File: src/design/gqdp_pkg.sv
// ----------------------------------------------------------------------------
// gqdp_pkg: shared types and constants of the group quantized dot product
// Field widths, quantization mode codes, fp16 scale constants and the
// command and status bundles between the controller and the datapath.
// ----------------------------------------------------------------------------
`default_nettype none

package gqdp_pkg;

  // Input item fields.
  localparam int CODE_W  = 8;
  localparam int HIGH_W  = 8;
  localparam int LANE_W  = 5;
  localparam int SCALE_W = 16;
  localparam int ACT_W   = 24;
  localparam int IN_W    = CODE_W + HIGH_W + LANE_W + SCALE_W + 2 * ACT_W;
  localparam int IN_BYTES_W = ((IN_W + 7) / 8) * 8;

  // Result item fields.
  localparam int SUM_W   = 48;
  localparam int OUT_BYTES_W = ((SUM_W + 7) / 8) * 8;

  // Internal widths.
  localparam int PROD_W  = CODE_W + ACT_W;
  localparam int GROUP_W = 40;
  localparam int GSUM_W  = GROUP_W + 2;
  localparam int RSUM_W  = SUM_W + 1;
  localparam int SIG_W   = 11;
  localparam int SPROD_W = GROUP_W + SIG_W + 1;
  localparam int MAX_LSH = 5;
  localparam int SHIFT_W = SPROD_W - 1 + MAX_LSH;
  localparam int CONTRIB_W = SHIFT_W + 1;

  localparam logic [LANE_W-1:0] LAST_LANE = LANE_W'(31);

  // fp16 scale decoding.
  localparam logic [4:0] EXP_INF      = 5'h1f;
  localparam logic [4:0] EXP_SUBNORM  = 5'h00;
  localparam logic [4:0] EXP_BIAS     = 5'd25;
  localparam logic [4:0] SUBNORM_RSH  = 5'd24;

  localparam logic signed [GROUP_W-1:0] GROUP_MAX = {1'b0, {(GROUP_W-1){1'b1}}};
  localparam logic signed [GROUP_W-1:0] GROUP_MIN = {1'b1, {(GROUP_W-1){1'b0}}};
  localparam logic signed [SUM_W-1:0]   SUM_MAX   = {1'b0, {(SUM_W-1){1'b1}}};
  localparam logic signed [SUM_W-1:0]   SUM_MIN   = {1'b1, {(SUM_W-1){1'b0}}};

  // Quantization modes.
  localparam logic [1:0] MODE_Q4 = 2'd0;
  localparam logic [1:0] MODE_Q5 = 2'd1;
  localparam logic [1:0] MODE_Q6 = 2'd2;
  localparam logic [1:0] MODE_Q8 = 2'd3;

  typedef struct packed {
    logic load;
    logic mul;
    logic acc;
    logic scale;
    logic shift;
    logic add;
    logic emit;
  } cmd_t;

  typedef struct packed {
    logic close_group;
    logic last;
    logic out_free;
  } status_t;

endpackage

`default_nettype wire

File: src/design/group_quantized_dot_product.sv
// ----------------------------------------------------------------------------
// group_quantized_dot_product: quantized weight row times activations
// Unpacks 4, 5, 6 or 8 bit weight codes, sums lane products per group,
// scales each group sum by its fp16 scale and accumulates a saturating
// Q32.16 row sum that is sent out on the row's last lane.
//
//   Channel   Direction  Contents
//   s_axis    in         one lane of the weight row with its activations
//   m_axis    out        row dot product and overflow flag
//   cfg       in         quant_mode register write
//
// A lane that does not close a group is captured, multiplied and
// accumulated. A group-closing lane then also goes through the scale
// multiply, the exponent shift with rounding and the row add. A row's last
// lane then loads the output register; it waits there while an earlier
// result is still held. Reset clears the group and row sums and the
// overflow flag and sets quant_mode to four-bit mode.
// ----------------------------------------------------------------------------
`default_nettype none

module group_quantized_dot_product (
  input  wire logic                               clk,
  input  wire logic                               rst,
  input  wire logic                               cfg_we,
  input  wire logic [1:0]                         cfg_wdata,
  input  wire logic                               s_axis_tvalid,
  output logic                                    s_axis_tready,
  // code_byte, hi_bits, lane, scale_word, x_even, x_odd, zero pad
  input  wire logic [gqdp_pkg::IN_BYTES_W-1:0]    s_axis_tdata,
  input  wire logic                               s_axis_tlast,
  output logic                                    m_axis_tvalid,
  input  wire logic                               m_axis_tready,
  // dot_sum
  output logic [gqdp_pkg::OUT_BYTES_W-1:0]        m_axis_tdata,
  // overflow
  output logic                                    m_axis_tuser
);

  gqdp_pkg::cmd_t    cmd;
  gqdp_pkg::status_t status;
  logic [gqdp_pkg::SUM_W-1:0] out_sum;

  gqdp_ctrl u_ctrl (
    .clk      (clk),
    .rst      (rst),
    .in_valid (s_axis_tvalid),
    .in_ready (s_axis_tready),
    .status   (status),
    .cmd      (cmd)
  );

  gqdp_datapath u_datapath (
    .clk       (clk),
    .rst       (rst),
    .cfg_we    (cfg_we),
    .cfg_wdata (cfg_wdata),
    .in_data   (s_axis_tdata),
    .in_last   (s_axis_tlast),
    .cmd       (cmd),
    .status    (status),
    .out_valid (m_axis_tvalid),
    .out_ready (m_axis_tready),
    .out_sum   (out_sum),
    .out_ovf   (m_axis_tuser)
  );

  assign m_axis_tdata = gqdp_pkg::OUT_BYTES_W'(out_sum);

endmodule

`default_nettype wire

File: src/design/gqdp_ctrl.sv
// ----------------------------------------------------------------------------
// gqdp_ctrl: sequencing controller
// Steps an item through multiply and group accumulate; a group-closing item
// also through scale, round and row add; a row's last loads the output register.
// ----------------------------------------------------------------------------
`default_nettype none

module gqdp_ctrl (
  input  wire logic            clk,
  input  wire logic            rst,
  input  wire logic            in_valid,
  output logic                 in_ready,
  input  wire gqdp_pkg::status_t status,
  output gqdp_pkg::cmd_t       cmd
);

  typedef enum logic [2:0] {
    ST_IDLE,
    ST_MUL,
    ST_ACC,
    ST_SCALE,
    ST_SHIFT,
    ST_ADD,
    ST_EMIT
  } state_t;

  state_t state;

  always_ff @(posedge clk) begin
    if (rst) begin
      state <= ST_IDLE;
    end else begin
      case (state)
        ST_IDLE:  if (in_valid) state <= ST_MUL;
        ST_MUL:   state <= ST_ACC;
        ST_ACC:   state <= status.close_group ? ST_SCALE : ST_IDLE;
        ST_SCALE: state <= ST_SHIFT;
        ST_SHIFT: state <= ST_ADD;
        ST_ADD:   state <= status.last ? ST_EMIT : ST_IDLE;
        ST_EMIT:  if (status.out_free) state <= ST_IDLE;
        default:  state <= ST_IDLE;
      endcase
    end
  end

  assign in_ready = (state == ST_IDLE);

  always_comb begin
    cmd       = '0;
    cmd.load  = (state == ST_IDLE) && in_valid;
    cmd.mul   = (state == ST_MUL);
    cmd.acc   = (state == ST_ACC);
    cmd.scale = (state == ST_SCALE);
    cmd.shift = (state == ST_SHIFT);
    cmd.add   = (state == ST_ADD);
    cmd.emit  = (state == ST_EMIT) && status.out_free;
  end

  a_group_close_scales: assert property (@(posedge clk) disable iff (rst)
    (state == ST_ACC && status.close_group) |=> (state == ST_SCALE))
    else $error("closing lane did not start scaling");

  a_last_emits: assert property (@(posedge clk) disable iff (rst)
    (state == ST_ADD && status.last) |=> (state == ST_EMIT))
    else $error("last lane did not lead to a result");

  a_emit_waits_output: assert property (@(posedge clk) disable iff (rst)
    (state == ST_EMIT && !status.out_free) |=> (state == ST_EMIT))
    else $error("left emit while output register was full");

endmodule

`default_nettype wire

File: src/design/gqdp_datapath.sv
// ----------------------------------------------------------------------------
// gqdp_datapath: code unpacking, multipliers, accumulators and scaling
// Holds the input item, lane products, the 40 bit group sum, the fp16
// scaling path with round-half-away rounding, the saturating row sum and
// the output register.
// ----------------------------------------------------------------------------
`default_nettype none

module gqdp_datapath (
  input  wire logic                               clk,
  input  wire logic                               rst,
  input  wire logic                               cfg_we,
  input  wire logic [1:0]                         cfg_wdata,
  input  wire logic [gqdp_pkg::IN_BYTES_W-1:0]    in_data,
  input  wire logic                               in_last,
  input  wire gqdp_pkg::cmd_t                     cmd,
  output gqdp_pkg::status_t                       status,
  output logic                                    out_valid,
  input  wire logic                               out_ready,
  output logic [gqdp_pkg::SUM_W-1:0]              out_sum,
  output logic                                    out_ovf
);

  logic [1:0] quant_mode;

  // Captured input item.
  logic [gqdp_pkg::CODE_W-1:0]         code_q;
  logic [gqdp_pkg::HIGH_W-1:0]         high_q;
  logic [gqdp_pkg::LANE_W-1:0]         lane_q;
  logic [gqdp_pkg::SCALE_W-1:0]        scale_q;
  logic signed [gqdp_pkg::ACT_W-1:0]   xe_q;
  logic signed [gqdp_pkg::ACT_W-1:0]   xo_q;
  logic                                last_q;

  logic signed [gqdp_pkg::PROD_W-1:0]    p0;
  logic signed [gqdp_pkg::PROD_W-1:0]    p1;
  logic signed [gqdp_pkg::GROUP_W-1:0]   group_sum;
  logic signed [gqdp_pkg::SPROD_W-1:0]   sprod;
  logic signed [gqdp_pkg::CONTRIB_W-1:0] contrib;
  logic                                  scale_inf;
  logic signed [gqdp_pkg::SUM_W-1:0]     row_sum;
  logic                                  ovf_seen;

  always_ff @(posedge clk) begin
    if (rst) begin
      quant_mode <= gqdp_pkg::MODE_Q4;
    end else if (cfg_we) begin
      quant_mode <= cfg_wdata;
    end
  end

  always_ff @(posedge clk) begin
    if (cmd.load) begin
      code_q  <= in_data[7:0];
      high_q  <= in_data[15:8];
      lane_q  <= in_data[20:16];
      scale_q <= in_data[36:21];
      xe_q    <= $signed(in_data[60:37]);
      xo_q    <= $signed(in_data[84:61]);
      last_q  <= in_last;
    end
  end

  // Code unpacking.
  logic [3:0]        q0;
  logic [3:0]        q1;
  logic [1:0]        h5;
  logic [3:0]        h6;
  logic signed [7:0] c0;
  logic signed [7:0] c1;

  always_comb begin
    q0 = code_q[3:0];
    q1 = code_q[7:4];
    h5 = 2'(high_q >> {lane_q[1:0], 1'b0});
    h6 = lane_q[0] ? high_q[7:4] : high_q[3:0];
    case (quant_mode)
      gqdp_pkg::MODE_Q4: begin
        c0 = {{4{q0[3]}}, q0};
        c1 = {{4{q1[3]}}, q1};
      end
      gqdp_pkg::MODE_Q5: begin
        c0 = {{4{h5[0]}}, q0};
        c1 = {{4{h5[1]}}, q1};
      end
      gqdp_pkg::MODE_Q6: begin
        c0 = {{2{h6[1]}}, h6[1:0], q0};
        c1 = {{2{h6[3]}}, h6[3:2], q1};
      end
      default: begin
        c0 = $signed(code_q);
        c1 = '0;
      end
    endcase
  end

  always_ff @(posedge clk) begin
    if (cmd.mul) begin
      p0 <= c0 * xe_q;
      p1 <= c1 * xo_q;
    end
  end

  // Group accumulation with saturation.
  logic signed [gqdp_pkg::GSUM_W-1:0]  gsum_wide;
  logic signed [gqdp_pkg::GROUP_W-1:0] gsum_sat;
  logic                                gsum_ovf;

  always_comb begin
    gsum_wide = gqdp_pkg::GSUM_W'(group_sum) + gqdp_pkg::GSUM_W'(p0)
              + gqdp_pkg::GSUM_W'(p1);
    gsum_ovf  = 1'b1;
    if (gsum_wide > gqdp_pkg::GSUM_W'(gqdp_pkg::GROUP_MAX)) begin
      gsum_sat = gqdp_pkg::GROUP_MAX;
    end else if (gsum_wide < gqdp_pkg::GSUM_W'(gqdp_pkg::GROUP_MIN)) begin
      gsum_sat = gqdp_pkg::GROUP_MIN;
    end else begin
      gsum_sat = gsum_wide[gqdp_pkg::GROUP_W-1:0];
      gsum_ovf = 1'b0;
    end
  end

  // fp16 scale decode.
  logic [4:0]                 sc_exp;
  logic [gqdp_pkg::SIG_W-1:0] sc_sig;

  assign sc_exp = scale_q[14:10];
  assign sc_sig = {(sc_exp != gqdp_pkg::EXP_SUBNORM), scale_q[9:0]};

  always_ff @(posedge clk) begin
    if (rst) begin
      group_sum <= '0;
    end else if (cmd.acc) begin
      group_sum <= gsum_sat;
    end else if (cmd.scale || cmd.emit) begin
      group_sum <= '0;
    end
  end

  always_ff @(posedge clk) begin
    if (cmd.scale) begin
      sprod <= group_sum * $signed({1'b0, sc_sig});
    end
  end

  // Exponent shift with round half away from zero on the magnitude.
  logic [gqdp_pkg::SPROD_W-1:0]     sprod_neg;
  logic [gqdp_pkg::SPROD_W-2:0]     mag;
  logic [4:0]                       rsh;
  logic [2:0]                       lsh;
  logic [gqdp_pkg::SHIFT_W-1:0]     mag_l;
  logic [gqdp_pkg::SHIFT_W-1:0]     rnd;
  logic [gqdp_pkg::SHIFT_W-1:0]     shifted;
  logic                             negate;
  logic signed [gqdp_pkg::CONTRIB_W-1:0] contrib_next;

  always_comb begin
    sprod_neg = -sprod;
    mag = sprod[gqdp_pkg::SPROD_W-1] ? sprod_neg[gqdp_pkg::SPROD_W-2:0]
                                     : sprod[gqdp_pkg::SPROD_W-2:0];
    rsh = '0;
    lsh = '0;
    if (sc_exp == gqdp_pkg::EXP_SUBNORM) begin
      rsh = gqdp_pkg::SUBNORM_RSH;
    end else if (sc_exp > gqdp_pkg::EXP_BIAS) begin
      lsh = 3'(sc_exp - gqdp_pkg::EXP_BIAS);
    end else begin
      rsh = gqdp_pkg::EXP_BIAS - sc_exp;
    end
    mag_l   = gqdp_pkg::SHIFT_W'(mag) << lsh;
    rnd     = (rsh == 5'd0) ? '0 : (gqdp_pkg::SHIFT_W'(1) << (rsh - 5'd1));
    shifted = (mag_l + rnd) >> rsh;
    negate  = sprod[gqdp_pkg::SPROD_W-1] ^ scale_q[15];
    if (sc_exp == gqdp_pkg::EXP_INF) begin
      contrib_next = '0;
    end else if (negate) begin
      contrib_next = -$signed({1'b0, shifted});
    end else begin
      contrib_next = $signed({1'b0, shifted});
    end
  end

  always_ff @(posedge clk) begin
    if (cmd.shift) begin
      contrib   <= contrib_next;
      scale_inf <= (sc_exp == gqdp_pkg::EXP_INF);
    end
  end

  // Clamp the group contribution, then the saturating row add.
  logic signed [gqdp_pkg::SUM_W-1:0]  c_sat;
  logic                               c_ovf;
  logic signed [gqdp_pkg::RSUM_W-1:0] rsum_wide;
  logic signed [gqdp_pkg::SUM_W-1:0]  rsum_sat;
  logic                               rsum_ovf;

  always_comb begin
    c_ovf = 1'b1;
    if (contrib > gqdp_pkg::CONTRIB_W'(gqdp_pkg::SUM_MAX)) begin
      c_sat = gqdp_pkg::SUM_MAX;
    end else if (contrib < gqdp_pkg::CONTRIB_W'(gqdp_pkg::SUM_MIN)) begin
      c_sat = gqdp_pkg::SUM_MIN;
    end else begin
      c_sat = contrib[gqdp_pkg::SUM_W-1:0];
      c_ovf = 1'b0;
    end
    rsum_wide = gqdp_pkg::RSUM_W'(row_sum) + gqdp_pkg::RSUM_W'(c_sat);
    rsum_ovf  = 1'b1;
    if (rsum_wide > gqdp_pkg::RSUM_W'(gqdp_pkg::SUM_MAX)) begin
      rsum_sat = gqdp_pkg::SUM_MAX;
    end else if (rsum_wide < gqdp_pkg::RSUM_W'(gqdp_pkg::SUM_MIN)) begin
      rsum_sat = gqdp_pkg::SUM_MIN;
    end else begin
      rsum_sat = rsum_wide[gqdp_pkg::SUM_W-1:0];
      rsum_ovf = 1'b0;
    end
  end

  always_ff @(posedge clk) begin
    if (rst) begin
      row_sum  <= '0;
      ovf_seen <= 1'b0;
    end else if (cmd.emit) begin
      row_sum  <= '0;
      ovf_seen <= 1'b0;
    end else if (cmd.acc) begin
      ovf_seen <= ovf_seen | gsum_ovf;
    end else if (cmd.add) begin
      row_sum  <= rsum_sat;
      ovf_seen <= ovf_seen | c_ovf | rsum_ovf | scale_inf;
    end
  end

  // Output register.
  always_ff @(posedge clk) begin
    if (rst) begin
      out_valid <= 1'b0;
    end else if (cmd.emit) begin
      out_valid <= 1'b1;
    end else if (out_ready) begin
      out_valid <= 1'b0;
    end
  end

  always_ff @(posedge clk) begin
    if (cmd.emit) begin
      out_sum <= row_sum;
      out_ovf <= ovf_seen;
    end
  end

  always_comb begin
    status.close_group = (lane_q == gqdp_pkg::LAST_LANE) || last_q;
    status.last        = last_q;
    status.out_free    = !out_valid || out_ready;
  end

  a_scale_clears_group: assert property (@(posedge clk) disable iff (rst)
    cmd.scale |=> (group_sum == '0))
    else $error("group sum not cleared after scaling");

  a_emit_clears_row: assert property (@(posedge clk) disable iff (rst)
    cmd.emit |=> (row_sum == '0 && !ovf_seen && out_valid))
    else $error("row state not cleared after result");

  a_inf_scale_flags: assert property (@(posedge clk) disable iff (rst)
    (cmd.add && scale_inf) |=> ovf_seen)
    else $error("infinite or NaN scale did not raise overflow");

endmodule

`default_nettype wire
File: config.mk
export PLATFORM = sky130hd
export DESIGN_NAME = group_quantized_dot_product
export DESIGN_NICKNAME = d
export VERILOG_FILES = /design/src/design/gqdp_pkg.sv /design/src/design/group_quantized_dot_product.sv /design/src/design/gqdp_ctrl.sv /design/src/design/gqdp_datapath.sv
export SDC_FILE = /design/constraint.sdc
export NUM_CORES = 2
export LEC_CHECK = 0
export ABC_AREA = 0
export BUFFER_PORTS_ARGS = -buffer_cell sky130_fd_sc_hd__buf_2
export CAP_MARGIN = 25
export CORE_UTILIZATION = 30
export CTS_CLUSTER_SIZE = 28
export DETAILED_ROUTE_END_ITERATION = 10
export PLACE_DENSITY = 0.41
export SYNTH_ARGS = -nofsm -noshare
export SYNTH_HDL_FRONTEND = slang
export SYNTH_SLANG_ARGS = --single-unit
File: constraint.sdc
create_clock -name clk -period 11.25 [get_ports clk]
set_clock_uncertainty 0.1 [all_clocks]
set_input_delay 1.125 -clock clk [delete_from_list [all_inputs] [get_ports clk]]
set_output_delay 1.125 -clock clk [all_outputs]
set_load 0.02 [all_outputs]
-- Word level (Yosys, flattened, before mapping)
Cells that the tools add are included.
- register bits: 404
- input bits: 96
- output and inout port bits: 51
- add/sub/neg operators: 9
- multipliers: 3
- order comparisons: 7
- eq/ne operators: 12
- shifts and indexed selects: 4
- mux-type cells: 33
- bitwise gates (word level): 7
- reductions and logical operators: 18
- operators with widths (operator ; number):
    $mux 48 ; 4
    $mux 40 ; 4
    $mux 56 ; 2
    $mul 8x24->32 ; 2
    $gt 57x48->1 const B ; 1
    $lt 57x48->1 const B ; 1
    $neg 56->57 ; 1
    $add 56x56->56 ; 1
    $shl 1x5->56 const A ; 1
    $shl 51x3->56 ; 1
    $shr 56x5->56 ; 1
    $mul 40x12->52 ; 1
    $mux 51 ; 1
    $neg 51->51 ; 1
    $add 48x48->49 ; 1
    $gt 49x48->1 const B ; 1
    $lt 49x48->1 const B ; 1
    $pmux 8 s3 ; 2
    $add 41x32->42 ; 1
    $gt 42x40->1 const B ; 1
    $lt 42x40->1 const B ; 1
    $add 40x32->41 ; 1
    $pmux 3 s7 ; 1
    $mux 3 ; 5
    other kinds (30) ; 56

-- Logic depth before layout (Yosys ltp)
- word-level depth: 11
- gate-level depth with buffers: 42

-- By module
From an unflattened synthesis, not the netlist that was laid out.
- cells, all modules: 6738
- area total of the unflattened synthesis: 59214.3 µm²
- modules (own cells, without submodules) (module ; instances ; cells each ; area each (µm²) ; seq. area each (µm²)):
    gqdp_datapath ; 1 ; 6710 ; 58987.8 ; 11120.7
    gqdp_ctrl ; 1 ; 28 ; 226.5 ; 60.1

-- Worst setup path after synthesis
OpenSTA, ideal clock, no wires.
- path kind: register to register
- start point: register u_datapath.scale_q[11] (netlist bit)
- end point: register u_datapath.contrib[52] (netlist bit), data pin
- setup time: 0.266 ns
- data arrival time: 9.672 ns
- data required time: 10.884 ns
- path slack: 1.212 ns
- stages on the path, launching flop included: 39
- buffers on the path: 7
- cells stage by stage: edfxtp_1 > clkbuf_1 > inv_1 > ha_1 > nor4b_1 > nor2_1 > nand2_1 > clkbuf_1 > clkbuf_1 > clkbuf_1 > clkbuf_1 > clkbuf_1 > ha_1 > nand2_1 > nor2_1 > ha_1 > inv_1 > fa_1 > [... 3 more ...] > a31oi_1 > o21ai_1 > a21oi_1 > o31ai_1 > nand3_4 > nor4_4 > mux2i_1 > nor4_4 > mux2i_2 > a211oi_2 > nor2b_1 > a21oi_1 > or4b_1 > buf_2 > or3_4 > o41a_1 > xnor2_1 > nor2_1
- cells in the longest elaborated chain, start to end: 10
- elaborated cells between the ends (all ways): 18
- those cells by class: add/sub (5); order compare (1); eq/ne (1); shift (3); mux (6); reduce/logical (2)
- ends and longest elaborated chain (element ; line ; text):
    from (decl) ; gqdp_datapath.sv:30 ; logic [gqdp_pkg::SCALE_W-1:0] scale_q;
    from (signal assigned) ; gqdp_datapath.sv:57 ; scale_q <= in_data[36:21];
    $sub 5x5->5 / $gt 5x5->1 (equally long branches) ; gqdp_datapath.sv:168, gqdp_datapath.sv:165 ;
    $mux 5 ; gqdp_datapath.sv:165 ; end else if (sc_exp > gqdp_pkg::EXP_BIAS) begin
    $mux 5 ; gqdp_datapath.sv:163 ; if (sc_exp == gqdp_pkg::EXP_SUBNORM) begin
    $sub 5x1->5 ; gqdp_datapath.sv:171 ; rnd = (rsh == 5'd0) ? '0 : (gqdp_pkg::SHIFT_W'(1) << (rsh - 5'd1));
    $shl 1x5->56 ; gqdp_datapath.sv:171 ;
    $mux 56 ; gqdp_datapath.sv:171 ;
    $add 56x56->56 ; gqdp_datapath.sv:172 ; shifted = (mag_l + rnd) >> rsh;
    $shr 56x5->56 ; gqdp_datapath.sv:172 ;
    $neg 56->57 ; gqdp_datapath.sv:177 ; contrib_next = -$signed({1'b0, shifted});
    $mux 56 ; gqdp_datapath.sv:176 ; end else if (negate) begin
    to (signal assigned) ; gqdp_datapath.sv:185 ; contrib <= contrib_next;
    to (decl) ; gqdp_datapath.sv:39 ; logic signed [gqdp_pkg::CONTRIB_W-1:0] contrib;
Several ways; a longest one is shown, not always the timed one.
A chain may end at the register's enable or synchronous reset.

-- Worst setup path after layout
- start point: register u_datapath.scale_q[11] (netlist bit)
- end point: register u_datapath.contrib[43] (netlist bit), data pin
Same word-level chain as after synthesis.

==> flow_metrics.tcl <==
set metrics [dict create \
    synth_top_cell_area_share_pct 24.4 \
    clockPowerShare_pct 12.5 \
    ys_async_sr_fraction_pct 0 \
    ys_ff_latch 404 \
    p_total_mw 15.4 \
    drive_gt1_share_pct 7.61 \
    cts_made_buffers 56 \
    avgSynthCellArea_um2 8.77 \
    p_switching_mw 7.38 \
    core_area_mm2 0.195 \
    switching_share_pct 47.9 \
    status "finished clean" \
    first_pass_iters 5 \
    drc 0 \
    leakage_nw 28.6 \
    synth_edf_count 309 \
    n_fill_cell 20627 \
    cts_resized 0 \
    syn_nets 7909 \
    track_usage_pct 18.0 \
    slew_violations 0 \
    ys_dominant_reg_cell "edfxtp_1" \
    synth_cell_types 122 \
    startpoint_type "register" \
    path_class "register to register" \
    ir_drop_v 0.000159 \
    end_kind "register" \
    synthToLayoutAreaGrowth_pct 9.15 \
    wl_per_cell_um 19.1 \
    cp_data_required_time_ps 11650 \
    first_global_vias 48883 \
    setup_violations 0 \
    ant_nets 0 \
    yosysTopAreaCell "fa_1" \
    htreeDepth 2 \
    core.rowCount 162 \
    min_period_over_period_pct 91.4 \
    synth.area.top_cells "fa_1 24%, edfxtp_1 16%, ha_1 7.6%" \
    syn_inst 6735 \
    via_per_inst 5.01 \
    clock_latency_ps 720 \
    ys_warn_count 0 \
    final_net_count 7833 \
    cts_tree "yes" \
    yosysSeqAreaShare_pct 18.9 \
    numClockSinks 404 \
    p_per_area_mw_per_mm2 239 \
    dp.cells 9225 \
    antenna_found_initial 3 \
    fin_crit_ps 10280 \
    crit_slowest_cell "nor4_2" \
    crit_fanout 15 \
    worstMarginPinSlew_ps 1050 \
    ios 147 \
    clockBufferDepth 3 \
    p_int_mw 8.04 \
    postLayoutCoreUtil_pct 33.0 \
    comb_power_share_pct 70.5 \
    hold_viol 0 \
    grt_pass1_wl_mm 285 \
    die_area_mm2 0.199 \
    wl_mm 178 \
    slew_headroom_pct 30.2 \
    fp.dieW_um 446 \
    drt-initial-drc-count 2445 \
    post_cts.repair.setup_buffers 0 \
    clk_pin_slew_ps 60 \
    rsz0062_at_grt "false" \
    final_cell_count_no_fill 9330 \
    pwr-share-seq_pct 17.1 \
    maxCapViolCount 0 \
    start_util_pct 30.2 \
    hp-class "register to register" \
    die_h_um 446 \
    syn_area_mm2 0.0591 \
    vias 46758 \
    overflow 0 \
    critPathMaxStageDelay_ps 720 \
    setup_tns_ps 0 \
    worst_path_most_repeated_cell "nand2_1" \
    diodes 0 \
    grt_max_degree 64 \
    gp_congestion 0.864 \
    port_buffers 143 \
    dpl.hpwl_mm 140 \
    fmax_mhz 97.3 \
    cts-root-buf "clkbuf_16" \
    cp_data_arrival_time_ps 10680 \
    hold_buffers 0 \
]
[placed cells by master (no fill, tap or decap), drive strengths merged, types with 70 or more instances in the layout]
cell      n
inv     855
fa      720
nand2   641
nor2    483
and2    397
a21oi   368
ha      358
edfxtp  309
buf     237
o21ai   235
xnor2   193
nor3    174
and3    128
nand3   119
a21o    104
mux2i   100
o21a     98
dfxtp    95
xor2     89
nand2b   74
clkbuf   70
[through the flow]
step / area (um^2) / setup slack (ps) / hold WS (ps)
after floorplan: 59100 / 1210 / 331
after global placement: 62500 / 1070 / 352
after detailed placement: 62500 / 988 / 357
after CTS: 64500 / 895 / 372
after global routing: 64500 / 226 / 387
final: 64500 / 968 / 367
[cells in the mapped netlist, types with 22 or more instances]
cell type / instances
nand3_1: 115
o21ai_0: 222
nor3_1: 171
nor2_1: 479
o21bai_1: 31
a211oi_1: 42
o211ai_1: 37
edfxtp_1: 309
fa_1: 720
o22ai_1: 33
mux2i_1: 98
a221oi_1: 45
xor2_1: 89
nor2b_1: 46
o31ai_1: 28
nand2_1: 640
nor4_1: 31
or2_2: 49
inv_1: 852
dfxtp_1: 95
o21a_1: 98
and3_1: 128
a31oi_1: 44
buf_1: 28
nand2b_1: 74
xnor2_1: 193
clkbuf_1: 317
or3_1: 34
and2_1: 397
a21o_1: 104
a21boi_0: 22
nand4_1: 44
a21oi_1: 368
ha_1: 358
[state kept, by name, summed over array words and instances, names as in the netlist, 16 cells and up]
register              cells
u_datapath.contrib       57
u_datapath.sprod         52
u_datapath.out_sum       48
u_datapath.row_sum       48
u_datapath.group_sum     40
u_datapath.p0            32
u_datapath.p1            32
u_datapath.xe_q          24
u_datapath.xo_q          24
u_datapath.scale_q       16
[power groups by stage]
stage | Sequential, mW | Combinational (mW) | Clock, mW
after floorplan | 2.43 | 8.49 | 0
after global placement | 2.68 | 11.0 | 0
after detailed placement | 2.68 | 11.0 | 0
after CTS | 2.65 | 11.1 | 2.00
after global routing | 2.67 | 12.5 | 2.04
final | 2.63 | 10.9 | 1.92
[critical path, delay by kind of cell, from the launching register on]
family                     cells  cell delay (ps)
adders and majority gates      4             1580
AOI/OAI and AO/OA             10             2650
and+or+nand+nor               16             4390
buffers and inverters          5              780
DFF                            1              580
[layout make-up]
| class | count | area [um^2] | share of cell area (%) |
|---|---|---|---|
| flip-flops and latches | 404 | 11200 | 17.3 |
| inverters | 855 | 3210 | 4.98 |
| repair buffers | 237 | 1450 | 2.24 |
| well taps | 2624 | 3280 | 5.09 |
| clock buffers | 70 | 1510 | 2.35 |
| multi-input cells | 5105 | 43400 | 67.3 |
| clock inverters | 35 | 485 | 0.753 |
[worst paths after layout]
kind | cells after the start | slack, ps | endpoint | start
worst max register to register | 35 | 970 | u_datapath.contrib[43] | u_datapath.scale_q[11]
worst min-delay path | 0 | 370 | u_datapath.out_sum[8] | u_datapath.row_sum[8]
worst max-delay path | 35 | 970 | u_datapath.contrib[43] | u_datapath.scale_q[11]
worst min register to register | 0 | 370 | u_datapath.out_sum[8] | u_datapath.row_sum[8]
[cell families after synthesis]
kind of cell,count (synthesis),share of synthesized area (%)
muxes,119,2.16
and+or+nand+nor,2306,19.9
buffers and inverters,1226,7.93
AOI/OAI and AO/OA,1320,14.9
xor gates and xnor gates,282,4.18
DFF,404,18.9
adders and majority gates,1078,32.0
[per-layer routing]
metal | GRT usage (%) | wire (um)
met5 | 0 | 13
met2 | 31.9 | 88700
met3 | 1.22 | 4260
met4 | 4.41 | 3970
met1 | 23.7 | 81200
Note: power is estimated with default switching activity, not from simulation.
